## src/rtl/rlma_pkg.sv

```systemverilog
// rlma_pkg: shared types and constants of the rate limiter / moving average block
// no dependencies; compiled first
package rlma_pkg;

    localparam int SAMPLE_W   = 32;
    localparam int RATE_W     = 31;
    localparam int WIN_CFG_W  = 9;
    localparam int CFG_IDX_W  = 2;
    localparam int CFG_DATA_W = 31;
    localparam int MIN_WINDOW = 2;

    typedef logic signed [SAMPLE_W-1:0] sample_t;
    typedef logic [CFG_IDX_W-1:0]       cfg_idx_t;

    // configuration register indexes
    localparam cfg_idx_t CFG_FILTER_MODE = 2'd0;
    localparam cfg_idx_t CFG_RATE_STEP   = 2'd1;
    localparam cfg_idx_t CFG_WINDOW_SIZE = 2'd2;

    // operation codes
    localparam logic OP_STEP  = 1'b0;
    localparam logic OP_FORCE = 1'b1;

    // filter modes
    localparam logic MODE_LIMIT = 1'b0;
    localparam logic MODE_AVG   = 1'b1;

endpackage

```

## src/rtl/rlma_div.sv

```systemverilog
// rlma_div: serial signed divide of the running sum by the window length
// one quotient bit per cycle, truncates toward zero; depends on rlma_pkg
module rlma_div #(
    parameter int SUM_W = 40,
    parameter int WW    = 9
) (
    input  logic                    clk,
    input  logic                    rst_n,
    input  logic                    start,
    input  logic signed [SUM_W-1:0] dividend,
    input  logic [WW-1:0]           divisor,
    output logic                    done,
    output rlma_pkg::sample_t       quotient
);
    import rlma_pkg::*;

    localparam int CW = $clog2(SUM_W + 1);

    typedef enum logic [1:0] {D_IDLE, D_RUN, D_FIN} dstate_t;

    dstate_t          state_reg, state_next;
    logic             neg_reg, neg_next;
    logic [SUM_W-1:0] quo_reg, quo_next;
    logic [WW-1:0]    rem_reg, rem_next;
    logic [WW-1:0]    div_reg, div_next;
    logic [CW-1:0]    cnt_reg, cnt_next;
    logic             done_reg, done_next;
    sample_t          res_reg, res_next;
    logic [WW:0]      trial;
    logic             fits;

    assign trial = {rem_reg, quo_reg[SUM_W-1]};
    assign fits  = (trial >= {1'b0, div_reg});

    always_comb
    begin
        state_next = state_reg;
        neg_next   = neg_reg;
        quo_next   = quo_reg;
        rem_next   = rem_reg;
        div_next   = div_reg;
        cnt_next   = cnt_reg;
        done_next  = 1'b0;
        res_next   = res_reg;
        unique case (state_reg)
            D_IDLE:
            begin
                if (start)
                begin
                    neg_next   = dividend[SUM_W-1];
                    quo_next   = dividend[SUM_W-1] ? -dividend : dividend;
                    rem_next   = '0;
                    div_next   = divisor;
                    cnt_next   = '0;
                    state_next = D_RUN;
                end
            end
            D_RUN:
            begin
                rem_next = fits ? WW'(trial - {1'b0, div_reg}) : trial[WW-1:0];
                quo_next = {quo_reg[SUM_W-2:0], fits};
                cnt_next = cnt_reg + 1'b1;
                if (cnt_reg == CW'(SUM_W - 1))
                begin
                    state_next = D_FIN;
                end
            end
            D_FIN:
            begin
                res_next   = neg_reg ? -$signed(quo_reg[SAMPLE_W-1:0])
                                     : $signed(quo_reg[SAMPLE_W-1:0]);
                done_next  = 1'b1;
                state_next = D_IDLE;
            end
            default:
            begin
                state_next = D_IDLE;
            end
        endcase
    end

    always_ff @(posedge clk or negedge rst_n)
    begin
        if (!rst_n)
        begin
            state_reg <= D_IDLE;
            done_reg  <= 1'b0;
            neg_reg   <= 1'b0;
            quo_reg   <= '0;
            rem_reg   <= '0;
            div_reg   <= '0;
            cnt_reg   <= '0;
            res_reg   <= '0;
        end
        else
        begin
            state_reg <= state_next;
            done_reg  <= done_next;
            neg_reg   <= neg_next;
            quo_reg   <= quo_next;
            rem_reg   <= rem_next;
            div_reg   <= div_next;
            cnt_reg   <= cnt_next;
            res_reg   <= res_next;
        end
    end

    assign done     = done_reg;
    assign quotient = res_reg;

endmodule

```

## config.mk

```make
export PLATFORM = sky130hd
export DESIGN_NAME = rlma_div
export DESIGN_NICKNAME = d
export VERILOG_FILES = /design/src/rtl/rlma_pkg.sv /design/src/rtl/rlma_div.sv
export SDC_FILE = /design/constraint.sdc
export NUM_CORES = 1
export LEC_CHECK = 0
export ABC_CLOCK_PERIOD_IN_PS = 4900
export BUFFER_PORTS_ARGS = -buffer_cell sky130_fd_sc_hd__buf_2
export CORE_UTILIZATION = 41
export DETAILED_ROUTE_END_ITERATION = 12
export PLACE_DENSITY = 0.69
export RECOVER_POWER = 25
export SYNTH_ARGS = -nofsm -noshare
export SYNTH_HDL_FRONTEND = slang
export SYNTH_SLANG_ARGS = --single-unit
export TNS_END_PERCENT = 1
```

## constraint.sdc

```tcl
create_clock -name clk -period 4.9 [get_ports clk]
set_input_delay 0.49 -clock clk [delete_from_list [all_inputs] [get_ports clk]]
set_output_delay 0.49 -clock clk [all_outputs]
set_load 0.005 [all_outputs]
```

# Word level (Yosys, flattened, before mapping)
# Index checks and enable logic that the tools add are counted.
[totals] elab_cells=36 ff_bits=100 input_bits=52 out_inout_bits=33
[op_classes] mux=13 n_reduce_logical=5 magnitude_cmp=1 addsub=4 eq_ne=5
[op_table] operator="$mux 40" n=2
[op_table] operator="$pmux 40 s2" n=1
[op_table] operator="$neg 40->40" n=1
[op_table] operator="$mux 32" n=1
[op_table] operator="$neg 32->32" n=1
[op_table] operator="$mux 9" n=2
[op_table] operator="$pmux 9 s2" n=1
[op_table] operator="$pmux 6 s2" n=1
[op_table] operator="$ge 10x9->1" n=1
[op_table] operator="$sub 9x9->9" n=1
[op_table] operator="$add 6x1->6 const B" n=1
[op_table] operator="$eq 6x6->1 const B" n=1
[op_table] operator="$mux 6" n=1
[op_table] operator="$reduce_and 2->1" n=3
[op_table] operator="$mux 2" n=2
[op_table] operator="$ne 2x2->1 const B" n=2
[op_table] operator="$pmux 2 s2" n=1
[op_table] operator="$eq 2x1->1 const B" n=1
[op_table] operator="$eq 2x2->1 const B" n=1
[op_table] operator="$logic_not 2->1" n=1
[op_table] operator="$reduce_bool 2->1" n=1
[op_table] operator="$mux 1" n=1

# Logic depth before layout (Yosys ltp)
# Gate-level depths: netlist of the first run.
[logic_depth] depth_word=4 ltp_mapped=9 mapped_depth_nobuf=9

# Least setup slack after synthesis of the first run
# No wires, ideal clock.
[synth_timing] path_kind="input port to flip-flop" startpoint="in dividend[8]" endpoint="reg quo_reg[38]" slack_ps=2360 path_buffers=0 cell_stages=6 setup_time_ps=142 required_time_ps=4758 arrival_ps=2398 cell_sequence="or4_1 > or4_1 > or4_4 > nor3_2 > mux2i_1 > o221ai_1"
[synth_via] elab_chain_len=4
[synth_lines] item="from (decl)" line_no="rlma_div.sv:10" source="input logic signed [SUM_W-1:0] dividend,"
[synth_lines] item="$neg 40->40" line_no="rlma_div.sv:51" source="quo_next = dividend[SUM_W-1] ? -dividend : dividend;"
[synth_lines] item="$mux 40" line_no="rlma_div.sv:51"
[synth_lines] item="$mux 40" line_no="rlma_div.sv:48" source="if (start)"
[synth_lines] item="$pmux 40 s2" line_no="rlma_div.sv:45" source="unique case (state_reg)"
[synth_lines] item="to (signal assigned)" line_no="rlma_div.sv:100" source="quo_reg <= quo_next;"
[synth_lines] item="to (decl)" line_no="rlma_div.sv:23" source="logic [SUM_W-1:0] quo_reg, quo_next;"
# Every way passes these cells. The select of a mux whose other input is x is not followed.
# A chain may end at the register's enable or synchronous reset.

==> flow_summary.ini, run 1 <==
[run_status]
status = complete, but fails checks
violations = max-capacitance violations, max-slew violations

[synthesis]
synth-seq-cells = 100
syn_avg_cell_area_sq_um = 8.843
async_flop_share = 1.000
synthesis.area_sq_um = 5996
yosysWarnings = 0
synth_cell_types = 52
synth_edf_count = 0
synth-main-ff-cell = dfrtp_1
syn-num-nets = 743
netlist_instances = 678
ys_seq_area_frac = 0.4174

[cells_and_area]
fin_util = 0.4880
nets = 805
seqCellArea_sq_um = 2502
final_common_cell = o21ai_0
fill_cells = 1368
syn2layout_area_growth_pct = 14.73
largest_reg_flops = 40
layoutNonFillerInstCount = 926
final_cell_mix = 102 x o21ai_0, 100 x dfrtp_1, 83 x buf_2, 81 x nand2_1, 45 x a21oi_1
multiInputGateArea_sq_um = 3294
drive_gt1_frac = 0.1611

[floorplanning]
die_y_microns = 122.9
die-width_microns = 122.9
die_area_sq_um = 15110
start_util = 0.4254
core_sq_um = 14100
core.rowCount = 43
pin_count = 85

[route]
wl_per_cell_microns = 16.25
ant_nets = 0
vias = 5403
vias_per_cell = 5.835
dr.pass1.iters = 5
routed_wl_microns = 15050
drc = 0
drt_iter0_drc = 289

[timing]
relSlewSlack = -1.067
finalHoldViolCount = 0
finClkSkew_ns = 0.005956
finalSetupTns_ns = 0
whs_ns = 0.3365
final.min_clock_period_ns = 3.068
finalSetupViolCount = 0
slew_viol_final = 57
fmax_mhz = 326.0
finalCritPeriodShare = 0.6260
rsz0062_at_grt = false
tightestPinTransition_ns = 3.101

[critical_path]
crit_family = buffers and inverters
start_kind = input port
critPathArrivalTime_ns = 3.50
crit_chain = clkbuf_1 > buf_4
critPathSlowestCell = clkbuf_1
cp-end-kind = async pin
path_buf_inv = 2
cp.required_ns = 5.33
cp_slowest_stage_delay_ns = 2.14
cp_max_fo = 56
path_class = in -> async

[cts]
clock_sinks = 100
postCtsHoldBufs = 0
cts_setup_buffers = 0
clock_path_buffers = 2
htree_levels = 3
cts_resized = 0
clk_pin_slew_ns = 0.07
numCtsBuffers = 9
clock_latency_ns = 0.35
cts_tree = yes
clockRootBuffer = clkbuf_16

[place]
place_congestion = 0.9249
place_inst = 909
place.port_buffers = 84
place_hpwl_microns = 10630

[power]
power_density_nw_per_um2 = 440.8
power_mw = 3.032
leakagePower_nw = 3.001
peakVddDrop_mv = 0.2048

[global_routing]
grt_usage = 0.2091
grt_max_degree = 66
grt_pass1_wl_microns = 24810
grt.overflow.total = 0
first_global_vias = 4964
antenna_found_initial = 1

[hold_path]
hp-class = in -> reg

[job]
cap_violations = 1
## path summary, 6_finish.rpt
check | from | endpoint | slack, ns | cells past startpoint
hold reg to reg | quotient[10] | quotient[10] | 0.47 | 2
max in group clk | quo_reg[39] | rem_reg[0] | 1.98 | 9
setup reg to reg | quo_reg[39] | rem_reg[0] | 1.98 | 9
hold / removal | divisor[0] | div_reg[0] | 0.34 | 3
setup / recovery | rst_n | div_reg[7] | 1.83 | 2
min in group asynchronous | rst_n | quo_reg[28] | 1.15 | 1
## cells in the mapped netlist (all sizes together) (7+ instances only)
cell    instances  area (sq um)
a21oi          45         225.2
a22o           23         201.4
a22oi          13         97.59
a31oi           7         43.79
clkbuf         35         131.4
dfrtp         100          2502
ha             12         150.1
inv            17         63.81
mux2i          18         180.2
nand2          81         304.0
nand2b         11         68.82
nand3          18         90.09
nor2           25         93.84
nor2b          15         93.84
nor4           16         121.4
o21ai         105         525.5
o31ai          11         82.58
o41ai           9         78.83
or4             9         71.32
xor2           43         376.6
## area by class of cell
cell class              instances  share of cell area
well taps                     180             0.03274
repair buffers                 89             0.06639
flip-flops and latches        100              0.3638
clock inverters                 5             0.01182
multi-input cells             523              0.4789
clock buffers                  11             0.03674
inverters                      17            0.009276
diodes                          1           0.0003638
## cell families after synthesis
logic type | count (synthesis) | share of synthesized area
and+or+nand+nor | 213 | 0.1851
xor gates and xnor gates | 47 | 0.06866
DFF | 100 | 0.4174
adders and majority gates | 13 | 0.02838
buffers and inverters | 55 | 0.03443
AOI/OAI and AO/OA | 230 | 0.2323
muxes | 20 | 0.03381
## where the power goes
part | leakage (nW) | switching, mW | internal (mW) | total [mW]
Sequential | 1.24 | 0.216 | 0.998 | 1.21
Combinational | 1.60 | 0.571 | 0.457 | 1.03
Clock | 0.162 | 0.313 | 0.476 | 0.790
## per-layer routing
layer,vias to the layer above,wire length (microns),GRT usage
li1,2603,-,-
met1,2568,6565,0.2784
met2,200,7262,0.3385
met3,32,865,0.03090
met4,0,356,0.09070
met5,-,0,0
## through the flow
stage / setup WS [ns] / area, sq um
finish: 1.832 / 6879
global route: 1.248 / 6879
CTS: 2.007 / 6880
detailed placement: 2.017 / 6546
global placement: 2.056 / 6546
floorplan: 2.360 / 5996
(Power assumes the default switching activity.)
==> inputs of run 2 (changes only) <==
--- a/config.mk
+++ b/config.mk
@@ -5,7 +5,8 @@
 export SDC_FILE = /design/constraint.sdc
 export NUM_CORES = 1
 export LEC_CHECK = 0
-export ABC_CLOCK_PERIOD_IN_PS = 4900
+export ABC_AREA = 1
+export ABC_CLOCK_PERIOD_IN_PS = 3000
 export BUFFER_PORTS_ARGS = -buffer_cell sky130_fd_sc_hd__buf_2
 export CORE_UTILIZATION = 41
 export DETAILED_ROUTE_END_ITERATION = 12
==> constraint.sdc (replaced) <==
create_clock -name clk -period 3 [get_ports clk]
set_input_delay 0.3 -clock clk [delete_from_list [all_inputs] [get_ports clk]]
set_output_delay 0.3 -clock clk [all_outputs]
set_load 0.005 [all_outputs]
==> flow_summary.ini, run 2 <==
[run_status]
status = finished clean

[critical_path]
path_buf_inv = 2
start_kind = input port
rr_endpoint = rem_reg[7]
reg2regPathDepth = 11
cp.required_ns = 3.29
rrSetupSlack_ns = 1.00
crit_chain = clkbuf_2 > clkbuf_2
critPathArrivalTime_ns = 2.32
cp_max_fo = 53
rr_startpoint = quo_reg[39]
cp-end-kind = async pin
critPathSlowestCell = clkbuf_2
crit_family = buffers and inverters
path_common_cell = clkbuf_2
cp_slowest_stage_delay_ns = 1.05
path_class = in -> async

[global_routing]
grt_usage = 0.2078
grt_pass1_wl_microns = 27020
grt_max_degree = 54
first_global_vias = 5584
grt.overflow.total = 0
antenna_found_initial = 0

[place]
place_inst = 1196
place_hpwl_microns = 12200
place_congestion = 0.8831
placed_area_sq_um = 7183
place.port_buffers = 84

[timing]
relSlewSlack = 0.1315
fmax_mhz = 490.6
finalHoldViolCount = 0
final.min_clock_period_ns = 2.038
finClkSkew_ns = 0.006119
finalCritPeriodShare = 0.6794
finalSetupViolCount = 0
slew_viol_final = 0
rsz0062_at_grt = false
tightestPinTransition_ns = 1.303
finalSetupTns_ns = 0

[floorplanning]
core_sq_um = 15370
core.rowCount = 45
start_util = 0.4258
die_y_microns = 128.3
die_area_sq_um = 16470
die-width_microns = 128.3
pin_count = 85

[synthesis]
synth_cell_types = 41
netlist.top_cell.by_area = dfrtp_1
synthesis.area_sq_um = 6545
ys_seq_area_frac = 0.3823
synth_area_leaders = dfrtp_1 38%, nand2_1 16%, nand3_1 7.6%, nor2_1 5.0%, inv_1 4.9%
yosysWarnings = 0
synth-seq-cells = 100
synth-main-ff-cell = dfrtp_1
yosysMostFrequentCell = nand2_1
synth_edf_count = 0
synthTopCellsByCount = 274 x nand2_1, 100 x dfrtp_1, 100 x nand3_1
syn-num-nets = 988
netlist_instances = 923
syn_avg_cell_area_sq_um = 7.091
synth_top_area_share = 0.3823
async_flop_share = 1.000

[route]
vias_per_cell = 5.101
drt_iter0_drc = 484
drc = 0
dr.pass1.iters = 4
vias = 6182
wl_per_cell_microns = 13.49
routed_wl_microns = 16350
ant_nets = 0

[hold_path]
hp-class = in -> reg
hold_depth = 3
worstHoldEndpoint = div_reg[6]
holdCritStartpoint = divisor[6]

[cts]
clock_path_buffers = 2
cts_resized = 0
clk_pin_slew_ns = 0.07
htree_levels = 3
clock_sinks = 100
clock_latency_ns = 0.36
clockRootBuffer = clkbuf_16
postCtsHoldBufs = 0
cts_setup_buffers = 0
cts_tree = yes
numCtsBuffers = 9

[cells_and_area]
layoutNonFillerInstCount = 1212
final_cell_area_sq_um = 7468
nets = 1061
final_cell_mix = 274 x nand2_1, 100 x nand3_1, 100 x dfrtp_1, 88 x nor2_1, 85 x inv_1
multiInputGateArea_sq_um = 3571
syn2layout_area_growth_pct = 14.11
largest_reg_flops = 40
fill_cells = 1573
final_common_cell = nand2_1
num_antenna_cells = 0
seqCellArea_sq_um = 2502
drive_gt1_frac = 0.1439

[power]
leakagePower_nw = 3.734
power_density_nw_per_um2 = 913.8
peakVddDrop_mv = 0.5441
power_mw = 6.825

[job]
cap_violations = 0
[run 2: changes by cell type in the layout (fill, tap and decap cells not counted), sizes merged, moves of 11 or more]
cell    previous run  this run
a21oi             45        18
a22o              23         1
a22oi             13        32
inv               18        90
mux2i             18         0
nand2             81       289
nand2b            11         0
nand3             18       102
nor2              25       100
nor2b             15         0
nor4              16         0
o21ai            105        72
xor2              43        22
[run 2: worst max-delay path by stage]
stage,from,endpoint,slack (ns),depth (start not counted)
detailed placement,quo_reg[39],rem_reg[7],1.0,11
floorplan,quo_reg[39],rem_reg[7],1.19,11
global placement,quo_reg[39],rem_reg[7],1.08,11
global route,rst_n,quo_reg[34],0.48,2
finish,rst_n,quo_reg[33],0.96,2
CTS,quo_reg[39],rem_reg[7],0.99,11
[run 2: layout make-up]
| type | count | area share |
|---|---|---|
| Inverter | 88 | 0.04423 |
| Clock inverter | 4 | 0.007539 |
| Clock buffer | 12 | 0.03300 |
| Sequential cell | 100 | 0.3351 |
| Multi-Input combinational cell | 704 | 0.4781 |
| Timing Repair Buffer | 93 | 0.06668 |
| Tap cell | 211 | 0.03535 |
[run 2: power by group]
group	total [mW]	internal [mW]	switching, mW
combinational	3.24	1.30	1.94
clock	1.21	0.678	0.531
sequential	2.38	1.87	0.504
[run 2: kinds of logic (layout without fill, tap and decap cells)]
logic type / after synthesis / in the layout / share of synthesized area
buffers and inverters: 119 / 197 / 0.07284
and+or+nand+nor: 525 / 525 / 0.3552
xor gates and xnor gates: 27 / 27 / 0.03613
AOI/OAI and AO/OA: 139 / 139 / 0.1275
DFF: 100 / 100 / 0.3823
adders and majority gates: 13 / 13 / 0.02600
[run 2: per-stage QoR]
stage	setup slack, ns	hold WS [ns]	utilization
final	0.9618	0.1438	0.4859
after global routing	0.4828	0.1427	0.4859
after CTS	0.9923	0.00005934	0.4870
after detailed placement	0.9960	0.3841	0.4673
after global placement	1.081	0.3830	0.4673
after floorplan	1.191	0.004409	-
[run 2: routing by layer]
metal | wire length [microns] | track usage
met1 | 7807 | 0.2749
met3 | 696 | 0.04532
met2 | 7538 | 0.3399
met4 | 305 | 0.06436
met5 | 0 | 0
==> inputs of run 3 (changes only) <==
--- a/config.mk
+++ b/config.mk
@@ -6,7 +6,7 @@
 export NUM_CORES = 1
 export LEC_CHECK = 0
 export ABC_AREA = 1
-export ABC_CLOCK_PERIOD_IN_PS = 3000
+export ABC_CLOCK_PERIOD_IN_PS = 2070
 export BUFFER_PORTS_ARGS = -buffer_cell sky130_fd_sc_hd__buf_2
 export CORE_UTILIZATION = 41
 export DETAILED_ROUTE_END_ITERATION = 12
==> constraint.sdc (replaced) <==
create_clock -name clk -period 2.07 [get_ports clk]
set_input_delay 0.207 -clock clk [delete_from_list [all_inputs] [get_ports clk]]
set_output_delay 0.207 -clock clk [all_outputs]
set_load 0.005 [all_outputs]
==> flow_summary.ini, run 3 (synthesis gave the netlist of run 2 again) <==
[run_status]
status = finished clean

[cells_and_area]
drive_gt1_frac = 0.1487
largest_reg_flops = 40
syn2layout_area_growth_pct = 14.80
final_cell_mix = 274 x nand2_1, 100 x nand3_1, 100 x dfrtp_1, 88 x nor2_1, 85 x inv_1
fill_cells = 1563
nets = 1069
fin_util = 0.4888
num_antenna_cells = 0
final_common_cell = nand2_1

[cts]
clockRootBuffer = clkbuf_16
clock_latency_ns = 0.35
cts_resized = 0
numCtsBuffers = 9
clk_pin_slew_ns = 0.06
cts_setup_buffers = 0
clock_path_buffers = 2
htree_levels = 3
cts_tree = yes
clock_sinks = 100

[global_routing]
grt_pass1_wl_microns = 27950
use_met2 = 0.3548
use_met3 = 0.03576
grt.overflow.total = 0
grt_busiest_layer = met2
use_met1 = 0.2829
first_global_vias = 5788
grt_max_degree = 43
antenna_found_initial = 0
grt_usage = 0.2124

[floorplanning]
die_y_microns = 128.3
die_area_sq_um = 16470
die-width_microns = 128.3
pin_count = 85
core.rowCount = 45
start_util = 0.4258
core_sq_um = 15370

[timing]
finalSetupTns_ns = 0
finalCritPeriodShare = 0.9173
fin_ws_ns = 0.1711
finClkSkew_ns = 0.01311
relSlewSlack = 0.3005
final.min_clock_period_ns = 1.899
slew_viol_final = 0
finalHoldViolCount = 0
fmax_mhz = 526.6
rsz0062_at_grt = false
whs_ns = 0.06430
finalSetupViolCount = 0
tightestPinTransition_ns = 1.049

[route]
routed_wl_microns = 16520
dr.pass1.iters = 5
vias = 6248
wl_per_cell_microns = 13.54
drc = 0
drt_iter0_drc = 487
ant_nets = 0
vias_per_cell = 5.121

[place]
place_ws_ns = 0.1704
place.port_buffers = 84
place_congestion = 0.8814
place_hpwl_microns = 12730

[critical_path]
start_kind = register
path_class = reg -> reg
critPathArrivalTime_ns = 2.14
cp_max_fo = 10
cp.required_ns = 2.31
cp-end-kind = register

[job]
cap_violations = 0

[power]
power.clock.fraction = 0.173
comb_power_share = 0.476
seqPwrFrac = 0.350
peakVddDrop_mv = 0.7104
power_density_nw_per_um2 = 1318
switching_power_mw = 4.293
internal_power_mw = 5.612
switching_share = 0.4334
leakagePower_nw = 3.761
power_mw = 9.905

[hold_path]
hp-class = in -> reg
run 3: metal layers:
metal  wire, microns  part of all wire
met3             666             0.040
met2            7835              0.47
met1            7775              0.47
met5               0                 0
met4             240             0.015
run 3: worst paths after layout:
path / from / to / slack [ns] / cells past startpoint
max: quo_reg[39] / rem_reg[7] / 0.17 / 11
min: divisor[3] / div_reg[3] / 0.06 / 3
max reg2reg: quo_reg[39] / rem_reg[7] / 0.17 / 11
min reg2reg: quotient[26] / quotient[26] / 0.48 / 2
max in group asynchronous: rst_n / quo_reg[27] / 0.34 / 3
min in group asynchronous: rst_n / quotient[0] / 0.54 / 2
run 3: what timing repair did:
| item | in CTS | in global routing |
|---|---|---|
| setup endpoints to repair | 0 | 0 |
| endpoints found under the hold margin | 36 | 0 |
| hold buffers | 1 | 0 |
run 3: cell type report:
cell class	instances	area (sq um)	share of cell area
inverters	88	330.3	0.04396
clock inverters	4	55.05	0.007327
multi-input cells	704	3571	0.4753
flip-flops and latches	100	2502	0.3331
well taps	211	264.0	0.03514
clock buffers	12	246.5	0.03281
repair buffers	101	544.3	0.07244
run 3: power by group through the flow:
stage / clock (mW) / combinational (mW) / sequential, mW
3_3_place_gp: 0 / 4.60 / 3.46
3_5_place_dp: 0 / 4.73 / 3.48
2_1_floorplan: 0 / 3.76 / 3.25
5_1_grt: 1.84 / 5.52 / 3.57
6_report: 1.72 / 4.72 / 3.47
4_1_cts: 1.77 / 4.74 / 3.45
run 3: worst max-delay path, stage by stage, from the launching register on:
cell	delay (ns)
dfrtp_1	0.34
inv_1	0.06
ha_1	0.22
fa_1	0.41
o21ai_2	0.18
nand2_2	0.08
nand2_2	0.09
nand2_4	0.09
nand2_4	0.13
nand3_1	0.08
nand2_1	0.07
nand2_1	0.04
run 3: through the flow:
step | instances | cell area (sq um)
finish | 1220 | 7513
CTS | 1220 | 7535
detailed placement | 1203 | 7223
global route | 1220 | 7513
global placement | 1203 | 7223
floorplan | 923 | 6545
